===== src/hw/rtl/bmw_pkg.sv =====
// Shared types, constants and window functions of the binary morphology window.
`default_nettype none

package bmw_pkg;

   localparam int MAX_WIDTH_DEFAULT  = 1024;
   localparam int MAX_HEIGHT_DEFAULT = 1024;

   localparam int FRAME_WIDTH_RESET  = 640;
   localparam int FRAME_HEIGHT_RESET = 480;

   localparam int CSR_INDEX_W = 2;
   localparam int CSR_DATA_W  = 11;

   localparam logic [CSR_INDEX_W-1:0] CSR_MODE         = 2'd0;
   localparam logic [CSR_INDEX_W-1:0] CSR_WINDOW_MASK  = 2'd1;
   localparam logic [CSR_INDEX_W-1:0] CSR_FRAME_WIDTH  = 2'd2;
   localparam logic [CSR_INDEX_W-1:0] CSR_FRAME_HEIGHT = 2'd3;

   localparam logic MODE_EROSION  = 1'b0;
   localparam logic MODE_DILATION = 1'b1;

   localparam logic [8:0] WINDOW_MASK_RESET = 9'h1FF;
   localparam logic [8:0] WINDOW_RESET      = 9'h1FF;

   localparam logic [7:0] PIXEL_OBJECT     = 8'd0;
   localparam logic [7:0] PIXEL_BACKGROUND = 8'd255;

   typedef struct packed {
      logic       mode;
      logic [8:0] window_mask;
   } bmw_cfg_type;

   // Per-item position flags, worked out when the item is accepted.
   typedef struct packed {
      logic first_col;
      logic outside;
      logic top_en;
      logic mid_en;
      logic pix_valid;
      logic frame_last;
   } bmw_flags_type;

   // Moves the window one column to the left; col bit i enters the right
   // column of window row i.
   function automatic logic [8:0] shift_window(input logic [8:0] win, input logic [2:0] col);
      logic [8:0] n;
      n    = (win >> 1) & 9'h0DB;
      n[2] = col[0];
      n[5] = col[1];
      n[8] = col[2];
      return n;
   endfunction

   function automatic logic [8:0] reflect_mask(input logic [8:0] m);
      logic [8:0] r;
      for (int k = 0; k < 9; k++) begin
         r[8-k] = m[k];
      end
      return r;
   endfunction

endpackage

`default_nettype wire


===== src/hw/rtl/bmw_csr.sv =====
// Configuration registers, with frame sizes clamped to the supported range on write.
`default_nettype none

module bmw_csr #(
   parameter int MAX_WIDTH  = bmw_pkg::MAX_WIDTH_DEFAULT,
   parameter int MAX_HEIGHT = bmw_pkg::MAX_HEIGHT_DEFAULT
) (
   input  wire logic                               clock,
   input  wire logic                               reset,
   input  wire logic                               csr_wr_en,
   input  wire logic [bmw_pkg::CSR_INDEX_W-1:0]    csr_index,
   input  wire logic [bmw_pkg::CSR_DATA_W-1:0]     csr_wr_data,
   output bmw_pkg::bmw_cfg_type                    cfg,
   output logic [$clog2(MAX_WIDTH):0]              frame_w,
   output logic [$clog2(MAX_HEIGHT+3)-1:0]         frame_h
);

   localparam int WW = $clog2(MAX_WIDTH) + 1;
   localparam int RW = $clog2(MAX_HEIGHT + 3);
   localparam int W_RESET = (bmw_pkg::FRAME_WIDTH_RESET > MAX_WIDTH) ?
                            MAX_WIDTH : bmw_pkg::FRAME_WIDTH_RESET;
   localparam int H_RESET = (bmw_pkg::FRAME_HEIGHT_RESET > MAX_HEIGHT) ?
                            MAX_HEIGHT : bmw_pkg::FRAME_HEIGHT_RESET;

   bmw_pkg::bmw_cfg_type cfg_ff;
   logic [WW-1:0]        frame_w_ff;
   logic [RW-1:0]        frame_h_ff;
   logic [WW-1:0]        w_clamped;
   logic [RW-1:0]        h_clamped;

   // A size of zero counts as one; anything above the maximum saturates.
   always_comb begin
      if (csr_wr_data == '0) begin
         w_clamped = WW'(1);
         h_clamped = RW'(1);
      end else begin
         if (32'(csr_wr_data) > 32'(MAX_WIDTH)) begin
            w_clamped = WW'(MAX_WIDTH);
         end else begin
            w_clamped = WW'(csr_wr_data);
         end
         if (32'(csr_wr_data) > 32'(MAX_HEIGHT)) begin
            h_clamped = RW'(MAX_HEIGHT);
         end else begin
            h_clamped = RW'(csr_wr_data);
         end
      end
   end

   always_ff @(posedge clock) begin
      if (reset) begin
         cfg_ff.mode        <= bmw_pkg::MODE_EROSION;
         cfg_ff.window_mask <= bmw_pkg::WINDOW_MASK_RESET;
         frame_w_ff         <= WW'(W_RESET);
         frame_h_ff         <= RW'(H_RESET);
      end else if (csr_wr_en) begin
         unique case (csr_index)
            bmw_pkg::CSR_MODE:         cfg_ff.mode        <= csr_wr_data[0];
            bmw_pkg::CSR_WINDOW_MASK:  cfg_ff.window_mask <= csr_wr_data[8:0];
            bmw_pkg::CSR_FRAME_WIDTH:  frame_w_ff         <= w_clamped;
            bmw_pkg::CSR_FRAME_HEIGHT: frame_h_ff         <= h_clamped;
            default: ;
         endcase
      end
   end

   assign cfg     = cfg_ff;
   assign frame_w = frame_w_ff;
   assign frame_h = frame_h_ff;

endmodule

`default_nettype wire


===== src/hw/rtl/bmw_scan.sv =====
// Raster position counters and the per-item position flags.
`default_nettype none

module bmw_scan #(
   parameter int MAX_WIDTH  = bmw_pkg::MAX_WIDTH_DEFAULT,
   parameter int MAX_HEIGHT = bmw_pkg::MAX_HEIGHT_DEFAULT
) (
   input  wire logic                               clock,
   input  wire logic                               reset,
   input  wire logic                               advance,
   input  wire logic [$clog2(MAX_WIDTH):0]         frame_w,
   input  wire logic [$clog2(MAX_HEIGHT+3)-1:0]    frame_h,
   output logic [$clog2(MAX_WIDTH)-1:0]            column,
   output bmw_pkg::bmw_flags_type                  flags
);

   localparam int CW = $clog2(MAX_WIDTH);
   localparam int WW = CW + 1;
   localparam int RW = $clog2(MAX_HEIGHT + 3);

   logic [CW-1:0] col_ff, col_in;
   logic [RW-1:0] row_ff, row_in;
   logic [CW-1:0] c_a, c;
   logic [RW-1:0] r_a, r;
   logic [RW-1:0] h1, h2;
   logic [WW-1:0] c_inc;

   always_comb begin
      h1 = frame_h + RW'(1);
      h2 = frame_h + RW'(2);

      // A column left past the width by a size change wraps to the next row,
      // and a row past the flush row restarts the frame.
      if ({1'b0, col_ff} >= frame_w) begin
         c_a = '0;
         r_a = row_ff + RW'(1);
      end else begin
         c_a = col_ff;
         r_a = row_ff;
      end
      if (r_a > h1) begin
         c = '0;
         r = '0;
      end else begin
         c = c_a;
         r = r_a;
      end

      flags.first_col  = (c == '0);
      flags.outside    = (r >= frame_h);
      flags.top_en     = (r >= RW'(2)) && (r < h2);
      flags.mid_en     = (r >= RW'(1)) && (r <= frame_h);
      flags.pix_valid  = (r >= RW'(2)) || ((r == RW'(1)) && (c != '0));
      flags.frame_last = flags.pix_valid && (r == h1) && (c == '0);

      c_inc = {1'b0, c} + WW'(1);
      if (flags.frame_last) begin
         col_in = '0;
         row_in = '0;
      end else if (c_inc >= frame_w) begin
         col_in = '0;
         row_in = r + RW'(1);
      end else begin
         col_in = c_inc[CW-1:0];
         row_in = r;
      end
   end

   always_ff @(posedge clock) begin
      if (reset) begin
         col_ff <= '0;
         row_ff <= '0;
      end else if (advance) begin
         col_ff <= col_in;
         row_ff <= row_in;
      end
   end

   assign column = c;

endmodule

`default_nettype wire


===== src/hw/rtl/bmw_line_store.sv =====
// Two one-bit line memories with registered read and write-to-read forwarding.
`default_nettype none

module bmw_line_store #(
   parameter int MAX_WIDTH = bmw_pkg::MAX_WIDTH_DEFAULT
) (
   input  wire logic                           clock,
   input  wire logic                           rd_en,
   input  wire logic [$clog2(MAX_WIDTH)-1:0]   rd_addr,
   input  wire logic                           wr_en,
   input  wire logic [$clog2(MAX_WIDTH)-1:0]   wr_addr,
   input  wire logic                           wr_upper,
   input  wire logic                           wr_lower,
   output logic                                rd_upper,
   output logic                                rd_lower
);

   logic upper_store_ff [MAX_WIDTH];
   logic lower_store_ff [MAX_WIDTH];
   logic rd_upper_ff;
   logic rd_lower_ff;
   logic forward;

   // The item leaving the window stage writes the entry that the next item
   // reads when the row is a single pixel wide.
   assign forward = wr_en && (wr_addr == rd_addr);

   always_ff @(posedge clock) begin
      if (wr_en) begin
         upper_store_ff[wr_addr] <= wr_upper;
         lower_store_ff[wr_addr] <= wr_lower;
      end
      if (rd_en) begin
         rd_upper_ff <= forward ? wr_upper : upper_store_ff[rd_addr];
         rd_lower_ff <= forward ? wr_lower : lower_store_ff[rd_addr];
      end
   end

   assign rd_upper = rd_upper_ff;
   assign rd_lower = rd_lower_ff;

endmodule

`default_nettype wire


===== src/hw/rtl/bmw_window.sv =====
// The 3x3 window register and the erosion and dilation decision.
`default_nettype none

module bmw_window (
   input  wire logic                   clock,
   input  wire logic                   reset,
   input  wire logic                   fire,
   input  wire bmw_pkg::bmw_flags_type flags,
   input  wire logic                   newbit,
   input  wire logic                   rd_upper,
   input  wire logic                   rd_lower,
   input  wire bmw_pkg::bmw_cfg_type   cfg,
   output logic                        zero_out
);

   logic [8:0] window_ff, window_in;
   logic [8:0] eval;
   logic [2:0] col;
   logic       top, mid;

   always_comb begin
      // Rows outside the frame read as background.
      top = flags.top_en ? rd_upper : 1'b1;
      mid = flags.mid_en ? rd_lower : 1'b1;
      col = {newbit, mid, top};

      // At the start of a row the centre ends the previous row: its right column lies outside the frame.
      if (flags.first_col) begin
         eval      = bmw_pkg::shift_window(window_ff, 3'b111);
         window_in = bmw_pkg::shift_window(eval, col);
      end else begin
         window_in = bmw_pkg::shift_window(window_ff, col);
         eval      = window_in;
      end

      if (cfg.mode == bmw_pkg::MODE_EROSION) begin
         zero_out = (eval & cfg.window_mask) == 9'd0;
      end else begin
         zero_out = ((~eval) & bmw_pkg::reflect_mask(cfg.window_mask)) != 9'd0;
      end
   end

   always_ff @(posedge clock) begin
      if (reset) begin
         window_ff <= bmw_pkg::WINDOW_RESET;
      end else if (fire) begin
         window_ff <= window_in;
      end
   end

endmodule

`default_nettype wire


===== src/hw/rtl/binary_morphology_window.sv =====
// Top level of the streaming 3x3 binary erosion and dilation block.
//
//   Channel  Direction  Ports                              Contents
//   req      in         req_tvalid/tready/tdata/tuser      pixel_value, pad
//   rsp      out        rsp_tvalid/tready/tdata/tuser/tlast out_pixel, out_valid, frame_last
//   csr      in         csr_wr_en/csr_index/csr_wr_data    mode, window_mask, frame sizes
//
// One item is taken every cycle while the window stage is empty or moving on;
// an accepted item enters the window stage register, and the line memories are
// read on acceptance; a moving window stage updates the window and loads the result.
// In stream terms a pixel's result leaves frame_width+1 items after it enters.
// Reset is synchronous; line memories need no clearing pass.
// A stalled result holds the window stage, and the input takes a new item only
// while the window stage is empty or moving on.
`default_nettype none

module binary_morphology_window #(
   parameter int MAX_WIDTH  = bmw_pkg::MAX_WIDTH_DEFAULT,
   parameter int MAX_HEIGHT = bmw_pkg::MAX_HEIGHT_DEFAULT
) (
   input  wire logic                            clock,
   input  wire logic                            reset,
   input  wire logic                            req_tvalid,
   output logic                                 req_tready,
   input  wire logic [7:0]                      req_tdata,   // [7:0] pixel_value
   input  wire logic                            req_tuser,   // [0] pad
   output logic                                 rsp_tvalid,
   input  wire logic                            rsp_tready,
   output logic [7:0]                           rsp_tdata,   // [7:0] out_pixel
   output logic                                 rsp_tuser,   // [0] out_valid
   output logic                                 rsp_tlast,
   input  wire logic                            csr_wr_en,
   input  wire logic [bmw_pkg::CSR_INDEX_W-1:0] csr_index,
   input  wire logic [bmw_pkg::CSR_DATA_W-1:0]  csr_wr_data
);

   localparam int CW = $clog2(MAX_WIDTH);
   localparam int WW = CW + 1;
   localparam int RW = $clog2(MAX_HEIGHT + 3);

   bmw_pkg::bmw_cfg_type   cfg;
   logic [WW-1:0]          frame_w;
   logic [RW-1:0]          frame_h;
   logic [CW-1:0]          column;
   bmw_pkg::bmw_flags_type flags;

   logic                   req_accept;
   logic                   s1_fire;
   logic                   s1_valid_ff, s1_valid_in;
   bmw_pkg::bmw_flags_type s1_flags_ff;
   logic                   s1_newbit_ff, newbit_in;
   logic [CW-1:0]          s1_col_ff;
   logic                   rd_upper, rd_lower;
   logic                   zero_out;

   logic                   rsp_valid_ff, rsp_valid_in;
   logic [7:0]             rsp_pixel_ff, rsp_pixel_in;
   logic                   rsp_user_ff;
   logic                   rsp_last_ff;

   bmw_csr #(
      .MAX_WIDTH  (MAX_WIDTH),
      .MAX_HEIGHT (MAX_HEIGHT)
   ) u_csr (
      .clock       (clock),
      .reset       (reset),
      .csr_wr_en   (csr_wr_en),
      .csr_index   (csr_index),
      .csr_wr_data (csr_wr_data),
      .cfg         (cfg),
      .frame_w     (frame_w),
      .frame_h     (frame_h)
   );

   bmw_scan #(
      .MAX_WIDTH  (MAX_WIDTH),
      .MAX_HEIGHT (MAX_HEIGHT)
   ) u_scan (
      .clock   (clock),
      .reset   (reset),
      .advance (req_accept),
      .frame_w (frame_w),
      .frame_h (frame_h),
      .column  (column),
      .flags   (flags)
   );

   bmw_line_store #(
      .MAX_WIDTH (MAX_WIDTH)
   ) u_line_store (
      .clock    (clock),
      .rd_en    (req_accept),
      .rd_addr  (column),
      .wr_en    (s1_fire),
      .wr_addr  (s1_col_ff),
      .wr_upper (rd_lower),
      .wr_lower (s1_newbit_ff),
      .rd_upper (rd_upper),
      .rd_lower (rd_lower)
   );

   bmw_window u_window (
      .clock    (clock),
      .reset    (reset),
      .fire     (s1_fire),
      .flags    (s1_flags_ff),
      .newbit   (s1_newbit_ff),
      .rd_upper (rd_upper),
      .rd_lower (rd_lower),
      .cfg      (cfg),
      .zero_out (zero_out)
   );

   assign s1_fire    = s1_valid_ff && (!rsp_valid_ff || rsp_tready);
   assign req_tready = !s1_valid_ff || s1_fire;
   assign req_accept = req_tvalid && req_tready;

   // Pad items and rows below the frame enter the line memory as background.
   assign newbit_in = req_tuser || flags.outside || (req_tdata != 8'd0);

   always_comb begin
      if (req_accept) begin
         s1_valid_in = 1'b1;
      end else if (s1_fire) begin
         s1_valid_in = 1'b0;
      end else begin
         s1_valid_in = s1_valid_ff;
      end

      if (s1_fire) begin
         rsp_valid_in = 1'b1;
      end else if (rsp_tready) begin
         rsp_valid_in = 1'b0;
      end else begin
         rsp_valid_in = rsp_valid_ff;
      end

      if (s1_flags_ff.pix_valid && !zero_out) begin
         rsp_pixel_in = bmw_pkg::PIXEL_BACKGROUND;
      end else begin
         rsp_pixel_in = bmw_pkg::PIXEL_OBJECT;
      end
   end

   always_ff @(posedge clock) begin
      if (reset) begin
         s1_valid_ff  <= 1'b0;
         rsp_valid_ff <= 1'b0;
      end else begin
         s1_valid_ff  <= s1_valid_in;
         rsp_valid_ff <= rsp_valid_in;
      end
   end

   always_ff @(posedge clock) begin
      if (req_accept) begin
         s1_flags_ff  <= flags;
         s1_newbit_ff <= newbit_in;
         s1_col_ff    <= column;
      end
      if (s1_fire) begin
         rsp_pixel_ff <= rsp_pixel_in;
         rsp_user_ff  <= s1_flags_ff.pix_valid;
         rsp_last_ff  <= s1_flags_ff.frame_last;
      end
   end

   assign rsp_tvalid = rsp_valid_ff;
   assign rsp_tdata  = rsp_pixel_ff;
   assign rsp_tuser  = rsp_user_ff;
   assign rsp_tlast  = rsp_last_ff;

   a_last_is_valid : assert property (@(posedge clock) disable iff (reset)
      (rsp_tvalid && rsp_tlast) |-> rsp_tuser)
      else $error("frame end marked on a result outside the frame");

   a_pixel_binary : assert property (@(posedge clock) disable iff (reset)
      rsp_tvalid |-> (rsp_tdata == bmw_pkg::PIXEL_OBJECT ||
                      rsp_tdata == bmw_pkg::PIXEL_BACKGROUND))
      else $error("result pixel is neither object nor background");

   a_invalid_is_zero : assert property (@(posedge clock) disable iff (reset)
      (rsp_tvalid && !rsp_tuser) |-> (rsp_tdata == bmw_pkg::PIXEL_OBJECT))
      else $error("result outside the frame carries a nonzero pixel");

   a_accept_fills_stage : assert property (@(posedge clock) disable iff (reset)
      req_accept |=> s1_valid_ff)
      else $error("accepted item did not reach the window stage");

endmodule

`default_nettype wire


===== config.mk =====
export PLATFORM = sky130hd
export DESIGN_NAME = binary_morphology_window
export DESIGN_NICKNAME = d
export VERILOG_FILES = /design/src/hw/rtl/bmw_pkg.sv /design/src/hw/rtl/bmw_csr.sv /design/src/hw/rtl/bmw_scan.sv /design/src/hw/rtl/bmw_line_store.sv /design/src/hw/rtl/bmw_window.sv /design/src/hw/rtl/binary_morphology_window.sv
export SDC_FILE = /design/constraint.sdc
export NUM_CORES = 2
export LEC_CHECK = 0
export ABC_CLOCK_PERIOD_IN_PS = 29900
export BUFFER_PORTS_ARGS = -buffer_cell sky130_fd_sc_hd__clkbuf_2
export CELL_PAD_IN_SITES_DETAIL_PLACEMENT = 0
export CELL_PAD_IN_SITES_GLOBAL_PLACEMENT = 2
export CORE_MARGIN = 5
export CORE_UTILIZATION = 49
export DETAILED_ROUTE_END_ITERATION = 8
export PLACE_DENSITY_LB_ADDON = 0.3
export SLEW_MARGIN = 10
export SYNTH_ARGS = -nofsm -noshare
export SYNTH_HDL_FRONTEND = slang
export SYNTH_SLANG_ARGS = --single-unit

===== constraint.sdc =====
create_clock -name clock -period 29.9 [get_ports clock]
set_clock_uncertainty 0.2 [all_clocks]
set_input_delay 5.98 -clock clock [delete_from_list [all_inputs] [get_ports clock]]
set_output_delay 5.98 -clock clock [all_outputs]
set_load 0.005 [all_outputs]

==> metrics <==
status completed; routed wire length 312000 um; # hold bufs at CTS 0; setup ws final 17.22 ns; vias in the first global route 58300; Max Fanout on Critical Path 4; num rows 158; drt first pass iters 6; Worst Tran Pin Value 1.35 ns; synthesized area 91100 um^2; Total GRT Usage 31.6%; antenna violations before repair 10; cell area after layout 101000 um^2; worst vdd ir 0.0000668 V; clock buffer count from CTS 215; Synth cell types 87; NumNets Final 6853; Die W 441 um; RSZ-0062 raised after global routing no; Met3 Routed Length 32900 um; number of DRC markers in iteration 0 8549; core area 185000 um^2; ys async rst share 0%; pwr/cell area 61.4 nW/um^2; Yosys warnings 0; commonest cells after routing, fill and taps aside 2069 x edfxtp_1, 1168 x nor2_1, 602 x nand2_1, 601 x mux2i_1, 348 x a21oi_1; part of the cycle the worst path needs 42.4%; setup bufs post-CTS 0; via count 60600; CTS resizes 0; DRC Markers 0; GPL Wtd Cong 0.867; Area Growth Syn to Fin 10.5%; critical path required time 23.72 ns; EDFF count, synth 2069; Slew Limit Fails 0; WP data arrival 6.50 ns; port buffer count 38; setup violation total in the final timing report 0; final total power 6.19 mW; startpoint class of the critical path input port; syn avg cell area 13.2 um^2; Via density 6.43; maximum clock rate 78.9 MHz; clk buf depth 3; Clk Latency, worst-skew pair 0.87 ns; Hold Vio Cnt, Final 0; GR Overflow Total 0; Yosys reg bits 2130; Worst setup EP type output pin; Post-DP Area 94100 um^2; Clock Pin Slew Worst Setup and Hold Paths 0.06 ns; root buffer cell clkbuf_16; commonest non-fill, non-tap cell in the layout edfxtp_1; post-route minimum period 12.68 ns; worst slack, placed 17.21 ns; WL met1 118000 um; Layout Utilization 54.4%; # IOs 39; static leakage 32.4 nW; WL met2 144000 um; post-route ant nets 0; global-route wire length before repair 434000 um; Initial Util 49.2%; setup TNS 0 ns; max cap viols 0; TritonCTS clock tree built; Vert. Die Dim 441 um; htree depth 4; Relative slew margins 8.54%; dominant synthesized flop cell edfxtp_1; wire length per cell 33.1 um; Post-Syn Nets 6967; hold crit path type reg2reg; crit path kind in2out; Sink Count 2130; Cells after Synth 6879; dpl hpwl 175000 um; sequential share of the synthesized area 69.5%; Die ar. 195000 um^2; ratio of cells with drive above 1 in the final layout 10.7%; max layer used met5; largest net degree at the start of global routing 227
==> flip-flops by register name, summed over array words and instances (netlist names) <==
signal / cells
rsp_tdata: 1
rsp_tlast: 1
rsp_tuser: 1
rsp_tvalid: 1
s1_col_ff: 10
s1_flags_ff: 5
s1_newbit_ff: 1
s1_valid_ff: 1
u_csr.cfg: 10
u_csr.frame_h: 11
u_csr.frame_w: 11
u_line_store.lower_store_ff: 1024
u_line_store.rd_lower: 1
u_line_store.rd_upper: 1
u_line_store.upper_store_ff: 1024
u_scan.col_ff: 10
u_scan.row_ff: 11
u_window.window_ff: 6
==> synth_stat cells, drive strengths merged (9+ instances only) <==
cell type | instances | area share [%]
clkbuf | 355 | 1.5
buf | 208 | 1.1
a21oi | 349 | 1.9
a211o | 15 | 0.14
dfxtp | 61 | 1.3
a221oi | 11 | 0.11
nor3 | 43 | 0.27
nor3b | 19 | 0.16
a31oi | 16 | 0.11
nand3 | 79 | 0.43
mux4 | 17 | 0.42
ha | 61 | 0.84
nand2b | 14 | 0.096
o22ai | 142 | 0.97
and2 | 22 | 0.15
inv | 58 | 0.24
o221ai | 88 | 0.85
o211ai | 37 | 0.30
nor2 | 1170 | 4.8
o31ai | 29 | 0.24
a21o | 11 | 0.091
o21ai | 107 | 0.59
xnor2 | 54 | 0.52
o31a | 12 | 0.12
a211oi | 47 | 0.39
o32ai | 29 | 0.28
and3 | 20 | 0.14
mux2i | 601 | 6.6
mux2 | 105 | 1.3
or3 | 21 | 0.14
o22a | 34 | 0.33
nand2 | 643 | 2.6
o21a | 14 | 0.12
a22oi | 15 | 0.12
a311oi | 12 | 0.12
edfxtp | 2069 | 68
nor2b | 18 | 0.12
nor4 | 86 | 0.60
nand4 | 34 | 0.23
o2111ai | 10 | 0.096
nand3b | 13 | 0.11
xor2 | 9 | 0.087
==> path summary, 6_finish.rpt <==
kind | start | to | slack [ns] | cells past startpoint
worst max-delay path | rsp_tready | req_tready | 17.22 | 4
worst min-delay path | s1_flags_ff[0]$_DFFE_PP_ | rsp_tlast$_DFFE_PP_ | 0.23 | 0
worst max register to register | u_scan.col_ff[0]$_SDFFE_PP0P_ | u_line_store.rd_lower$_DFFE_PP_ | 18.94 | 26
worst min register to register | s1_flags_ff[0]$_DFFE_PP_ | rsp_tlast$_DFFE_PP_ | 0.23 | 0
==> cell type report <==
type                            count  area, um^2
Antenna cell                        4        10.0
Tap cell                         2480        3100
Fill cell                       15400       84500
Inverter                           64         250
Sequential cell                  2130       63400
Multi-Input combinational cell   4122       25600
Clock buffer                      278        5760
Clock inverter                    118         866
Timing Repair Buffer              232        1780
==> cell families (layout without fill, tap and decap cells) <==
group,Yosys count,count (layout),share of synthesized area (%)
other cells,0,4,0
flops,2130,2130,69.5
compound gates,1064,1064,7.75
fa+ha+maj,61,61,0.838
buf+inv,627,692,2.78
xor+xnor,63,63,0.606
simple gates,2211,2211,10.2
mux,723,723,8.32
==> where the power goes <==
| group | internal [mW] | switching (mW) |
|---|---|---|
| combinational | 0.0987 | 0.237 |
| clock | 1.44 | 1.13 |
| sequential | 3.27 | 0.00979 |
| total | 4.81 | 1.38 |
==> per-layer routing <==
metal,vias up,track usage (%)
met4,2,14.6
met3,757,6.58
met2,3589,50.1
met1,30800,42.1
li1,25500,-
met5,-,0
==> worst max-delay path, stage by stage <==
cell and delay (ns):
clkbuf_2 0.08, nor2b_1 0.21, nand2_1 0.11, clkbuf_2 0.12
==> per-stage QoR <==
step                std cells  hold WS (ns)
floorplan                6879         0.200
global placement         9028         0.206
detailed placement       9028         0.209
CTS                      9424         0.224
global route             9424         0.243
finish                   9428         0.225
(Power assumes the default switching activity.)
